===== src/cgd_fmul.sv =====
// four stage ieee single multiplier, round to nearest even, gradual underflow
// used one product at a time by the dequantizer sequencer; no dependencies
`default_nettype none

module cgd_fmul (
    input  wire         i_clk,
    input  wire         i_rst_n,
    input  wire         i_start,
    input  wire  [31:0] i_a,
    input  wire  [31:0] i_b,
    output logic        o_done,
    output logic [31:0] o_result
);

    typedef struct packed {
        logic signed [9:0] x;
        logic [23:0]       f;
    } t_norm;

    // unpack one operand, normalizing a subnormal significand
    function automatic t_norm norm_op(input logic [7:0] ex, input logic [22:0] fr);
        t_norm       res;
        logic [23:0] v;
        logic [4:0]  lz;
        v  = {1'b0, fr};
        lz = 5'd0;
        for (int i = 0; i < 24; i++) begin
            if (v[i]) begin
                lz = 5'(23 - i);
            end
        end
        if (ex == 8'd0) begin
            res.x = 10'sd1 - $signed({5'd0, lz});
            res.f = v << lz;
        end else begin
            res.x = $signed({2'b00, ex});
            res.f = {1'b1, fr};
        end
        return res;
    endfunction

    logic [3:0] r_v;

    // stage 1: specials and unpack
    logic              r1_sg, r1_spec;
    logic [31:0]       r1_val;
    logic signed [9:0] r1_xa, r1_xb;
    logic [23:0]       r1_fa, r1_fb;

    // stage 2: product
    logic               r2_sg, r2_spec;
    logic [31:0]        r2_val;
    logic [47:0]        r2_p;
    logic signed [11:0] r2_e;

    // stage 3: alignment and round decision
    logic               r3_sg, r3_spec, r3_zero, r3_inc;
    logic [31:0]        r3_val;
    logic [23:0]        r3_q;
    logic signed [11:0] r3_e;

    logic        w_sg, w_za, w_zb, w_spec;
    logic [31:0] w_val;
    t_norm       w_na, w_nb;

    always_comb begin
        w_sg   = i_a[31] ^ i_b[31];
        w_za   = (i_a[30:23] == 8'd0) && (i_a[22:0] == 23'd0);
        w_zb   = (i_b[30:23] == 8'd0) && (i_b[22:0] == 23'd0);
        w_spec = 1'b1;
        w_val  = 32'd0;
        if (i_a[30:23] == 8'hFF && i_a[22:0] != 23'd0) begin
            w_val = i_a | 32'h0040_0000;
        end else if (i_b[30:23] == 8'hFF && i_b[22:0] != 23'd0) begin
            w_val = i_b | 32'h0040_0000;
        end else if (i_a[30:23] == 8'hFF || i_b[30:23] == 8'hFF) begin
            w_val = (w_za || w_zb) ? 32'h7FC0_0000 : {w_sg, 31'h7F80_0000};
        end else if (w_za || w_zb) begin
            w_val = {w_sg, 31'd0};
        end else begin
            w_spec = 1'b0;
        end
        w_na = norm_op(i_a[30:23], i_a[22:0]);
        w_nb = norm_op(i_b[30:23], i_b[22:0]);
    end

    // stage 3 alignment logic
    logic               w_big;
    logic signed [11:0] w_e3, w_sh, w_s;
    logic [5:0]         w_s6;
    logic [47:0]        w_q, w_g, w_mask;
    logic               w_guard, w_sticky;

    always_comb begin
        w_big    = r2_p[47];
        w_sh     = w_big ? 12'sd24 : 12'sd23;
        w_e3     = r2_e + (w_big ? 12'sd1 : 12'sd0);
        w_s      = (w_e3 <= 12'sd0) ? (12'sd1 + w_sh - w_e3) : w_sh;
        w_s6     = w_s[5:0];
        w_q      = r2_p >> w_s6;
        w_g      = r2_p >> (w_s6 - 6'd1);
        w_guard  = w_g[0];
        w_mask   = (48'd1 << (w_s6 - 6'd1)) - 48'd1;
        w_sticky = |(r2_p & w_mask);
    end

    // stage 4 pack logic
    logic [24:0] w_qr;
    logic [32:0] w_r;
    logic [31:0] w_res;

    always_comb begin
        w_qr = {1'b0, r3_q} + {24'd0, r3_inc};
        w_r  = ({21'd0, 12'(r3_e - 12'sd1)} << 23) + {8'd0, w_qr};
        if (r3_spec) begin
            w_res = r3_val;
        end else if (r3_zero) begin
            w_res = {r3_sg, 31'd0};
        end else if (r3_e <= 12'sd0) begin
            w_res = {r3_sg, 6'd0, w_qr};
        end else if (w_r >= 33'h0_7F80_0000) begin
            w_res = {r3_sg, 31'h7F80_0000};
        end else begin
            w_res = {r3_sg, w_r[30:0]};
        end
    end

    // stage valid bits
    always_ff @(posedge i_clk) begin
        if (!i_rst_n) begin
            r_v <= 4'd0;
        end else begin
            r_v <= {r_v[2:0], i_start};
        end
    end

    // datapath registers
    always_ff @(posedge i_clk) begin
        r1_sg   <= w_sg;
        r1_spec <= w_spec;
        r1_val  <= w_val;
        r1_xa   <= w_na.x;
        r1_fa   <= w_na.f;
        r1_xb   <= w_nb.x;
        r1_fb   <= w_nb.f;

        r2_sg   <= r1_sg;
        r2_spec <= r1_spec;
        r2_val  <= r1_val;
        r2_p    <= r1_fa * r1_fb;
        r2_e    <= 12'(r1_xa) + 12'(r1_xb) - 12'sd127;

        r3_sg   <= r2_sg;
        r3_spec <= r2_spec;
        r3_val  <= r2_val;
        r3_zero <= (w_s > 12'sd48);
        r3_q    <= w_q[23:0];
        r3_inc  <= w_guard && (w_sticky || w_q[0]);
        r3_e    <= w_e3;

        o_result <= w_res;
    end

    assign o_done = r_v[3];

endmodule

`default_nettype wire


===== config.mk =====
export PLATFORM = sky130hd
export DESIGN_NAME = cgd_fmul
export DESIGN_NICKNAME = d
export VERILOG_FILES = /design/src/cgd_fmul.sv
export SDC_FILE = /design/constraint.sdc
export NUM_CORES = 2
export LEC_CHECK = 0
export BUFFER_PORTS_ARGS = -buffer_cell sky130_fd_sc_hd__buf_4
export CAP_MARGIN = 20
export CORE_MARGIN = 2
export CORE_UTILIZATION = 59
export CTS_CLUSTER_SIZE = 16
export DETAILED_ROUTE_END_ITERATION = 8
export GPL_TIMING_DRIVEN = 0
export HOLD_SLACK_MARGIN = 0.08
export PLACE_DENSITY_LB_ADDON = 0.05
export SYNTH_ARGS = -nofsm -noshare
export SYNTH_HDL_FRONTEND = slang
export SYNTH_SLANG_ARGS = --single-unit

===== constraint.sdc =====
create_clock -name i_clk -period 6.5 [get_ports i_clk]
set_input_delay 0.65 -clock i_clk [delete_from_list [all_inputs] [get_ports i_clk]]
set_output_delay 0.65 -clock i_clk [all_outputs]
set_load 0.005 [all_outputs]

==> run metrics <==
outcome=finished, violations left; failing checks=setup timing; TritonCTS clock tree=done; drt drc=0; critical path cell sequence=clkbuf_4 -> nand2_1 -> fa_1 -> fa_1 -> fa_1 -> inv_1 -> fa_1 -> fa_1 -> inv_1 -> fa_1 -> inv_1 -> fa_1 -> ha_4 -> a21o_1 -> a21oi_2 -> nor2b_2 -> nor2_2 -> o211ai_1 -> and4_1 -> or4_4 -> a31o_4 -> a21oi_4 -> o31ai_2 -> xor2_1; Syn Std Cell Area=35000 um2; antenna viol nets, final=0; Final Core Density=about 70%; RSZ-0062 raised after global routing=yes; Mapped Nets=4838; Ys Warns=0; Via density=6.22; dpl cell area=36900 um2; final net count=5085; period utilization=112%; Hold Path Depth=2; first-pass detailed-route iteration total=9; drt wl/cell=25.8 um; ys flop type=dfxtp_1; cts hold-fix bufs=0; HP Class=input pin to flop; Worst Hold End=r_v[0]$_SDFF_PN0_; met3 wire length=17500 um; layout cells sized above 1=15.4%; core area=between 50000 and 60000 um2; #FFs+latches synth=about 300; commonest non-fill, non-tap cell in the layout=nand2_1; mean post-synth cell area=around 8.6 um2; slowest stage cell, crit path=dfxtp_1; Syn Inst Count=4080; Synth area leaders=fa_1 (28%), dfxtp_1 (17%), ha_1 (7.4%); vias=between 30000 and 40000; start point of the worst hold path=i_start; Final Hold Vio Count=0; placer congestion estimate=1.06; Critical Path Stages=24; Root Buffer Master=clkbuf_16; die height=247 um; first-pass GRT wire length=194000 um; Top Layer Used=met5; post-synth top area share=27.7%; remaining global-route overflow=0; CP endpoint kind=flop; Port Buffers=90; CTS sink cnt=301; Period minus WS final=7.27 ns; Setup CP Type=flop to flop; clk_skew=0.0409 ns; crit start category=flop; fin area=just over 40000 um2; PnR worst setup slack=-0.766 ns; worst r2r src=r1_fa[0]$_DFF_P_; CTS Buf Count=30; final setup TNS=-5.45 ns; DR iter-0 viols=3639; ys async rst share=0%; Fill cells=~4600; reg-to-reg endpoint=r2_p[45]$_DFF_P_; die area=61200 um2; largest net degree at the start of global routing=17; CP most frequent cell=fa_1; Max-slew headroom=22.2%; Die W=247 um; vias in the first global route=31343; Starting Density=59.5%; CP Max Fanout=10; met1 wire length=approximately 50000 um; Required @ worst endpoint=6.97 ns; fin. max-slew vios=0; boundary pin count=100; worst-case reg-to-reg path depth=24; minimum hold slack=between 0.2 and 0.25 ns; GRT Util Overall=42.7%; R2R Setup Slk=-0.77 ns; Layout area overhead=17.5%; # rows=89; EDFF count, synth=0; Crit path max-delay family=adder cells; hpwl dp=101000 um; upper clock frequency limit=138 MHz; Worst Tran Pin Value=1.16 ns; Worst EP arrival=between 7 and 8 ns; cell taking the most area after synthesis=fa_1; htree depth=1; detailed-route wire length=132000 um; Worst path max stage delay=0.60 ns; worst-skew pair later-pin latency=0.61 ns; Buf/Inv on CP=4; count of different cell masters after synthesis=84; commonest non-fill, non-tap cells in the layout=nand2_1 (640), inv_1 (556), fa_1 (469); met2 routed WL=about 56000 um; Setup violations, final=18; clock slew at reported path FFs=0.08 ns; initial antenna violation count=5; max cap viols=0; CTS max path bufs=3; area occupied by multi-input gates=roughly 27000 um2; Register Area=6180 um2; register area share after synthesis=17.2%
## worst max-delay path by stage
stage,start,to,slack [ns]
after CTS,r1_fb[3]$_DFF_P_,r2_p[45]$_DFF_P_,-0.58
after global placement,r2_p[47]$_DFF_P_,r3_inc$_DFF_P_,-1.78
after detailed placement,r2_p[47]$_DFF_P_,r3_inc$_DFF_P_,-1.63
after floorplan,r1_fb[0]$_DFF_P_,r2_p[45]$_DFF_P_,-0.06
final,r1_fa[0]$_DFF_P_,r2_p[45]$_DFF_P_,-0.77
after global routing,r1_fb[8]$_DFF_P_,r2_p[45]$_DFF_P_,-0.82
## logic make-up (layout without fill, tap and decap cells)
kind of cell	after synthesis	in the layout	synth area share [%]
other	0	3	0
muxes	170	170	5.66
AOI/OAI and AO/OA	615	615	11.7
DFF	301	301	17.2
adders and majority gates	691	691	35.1
and+or+nand+nor	1378	1378	18.4
buffers and inverters	798	1068	8.68
xor gates and xnor gates	127	127	3.26
## state kept, by name, indices dropped and copies added (netlist names), 4 cells and up
register	flops
o_result	32
r1_fa	24
r1_fb	24
r1_val	32
r1_xa	9
r1_xb	9
r2_e	11
r2_p	48
r2_val	32
r3_e	12
r3_q	24
r3_val	32
r_v	4
## per-stage QoR
| stage | setup WS [ns] | cells |
|---|---|---|
| floorplan | -0.0634 | 4080 |
| global placement | -1.78 | 4943 |
| detailed placement | -1.63 | 4946 |
| CTS | -0.583 | 5081 |
| global route | -0.823 | 5123 |
| finish | -0.766 | 5126 |
## cell usage after synthesis, types with 39 or more instances
| cell | count |
|---|---|
| nand2_1 | 658 |
| nand3_1 | 47 |
| o21ai_0 | 130 |
| dfxtp_1 | 301 |
| a21oi_1 | 133 |
| ha_1 | 207 |
| mux2i_1 | 138 |
| nor3_1 | 71 |
| inv_1 | 576 |
| nor2_1 | 195 |
| clkbuf_1 | 181 |
| a21o_1 | 39 |
| and2_1 | 217 |
| xnor2_1 | 86 |
| fa_1 | 484 |
## routing by layer
metal	vias up	track usage, %
met1	15321	54.8
met2	2154	64.4
li1	13753	-
met5	-	0
met4	6	22.0
met3	631	14.0
## cell type report
type                       count  share of cell area (%)
multi-input combinational   2981                    65.1
sequential                   301                    15.0
tap                          773                    2.35
antenna                        3                  0.0183
timing repair buffer         218                    4.54
buffer                       214                    4.93
clock inverter                18                   0.649
inverter                     581                    5.32
clock buffer                  37                    2.04
## what timing repair did
| item | 4_1_cts | 5_1_grt |
|---|---|---|
| endpoints found under the setup margin | 31 | 24 |
| pin swaps | 80 | 77 |
| resized for setup | 409 | 98 |
| buffers inserted | 81 | 42 |
| gates cloned | 1 | 2 |
Power is left out: the tool's default activity adds up to more than one toggle a clock period on the data nets, which glitch-free logic cannot reach.
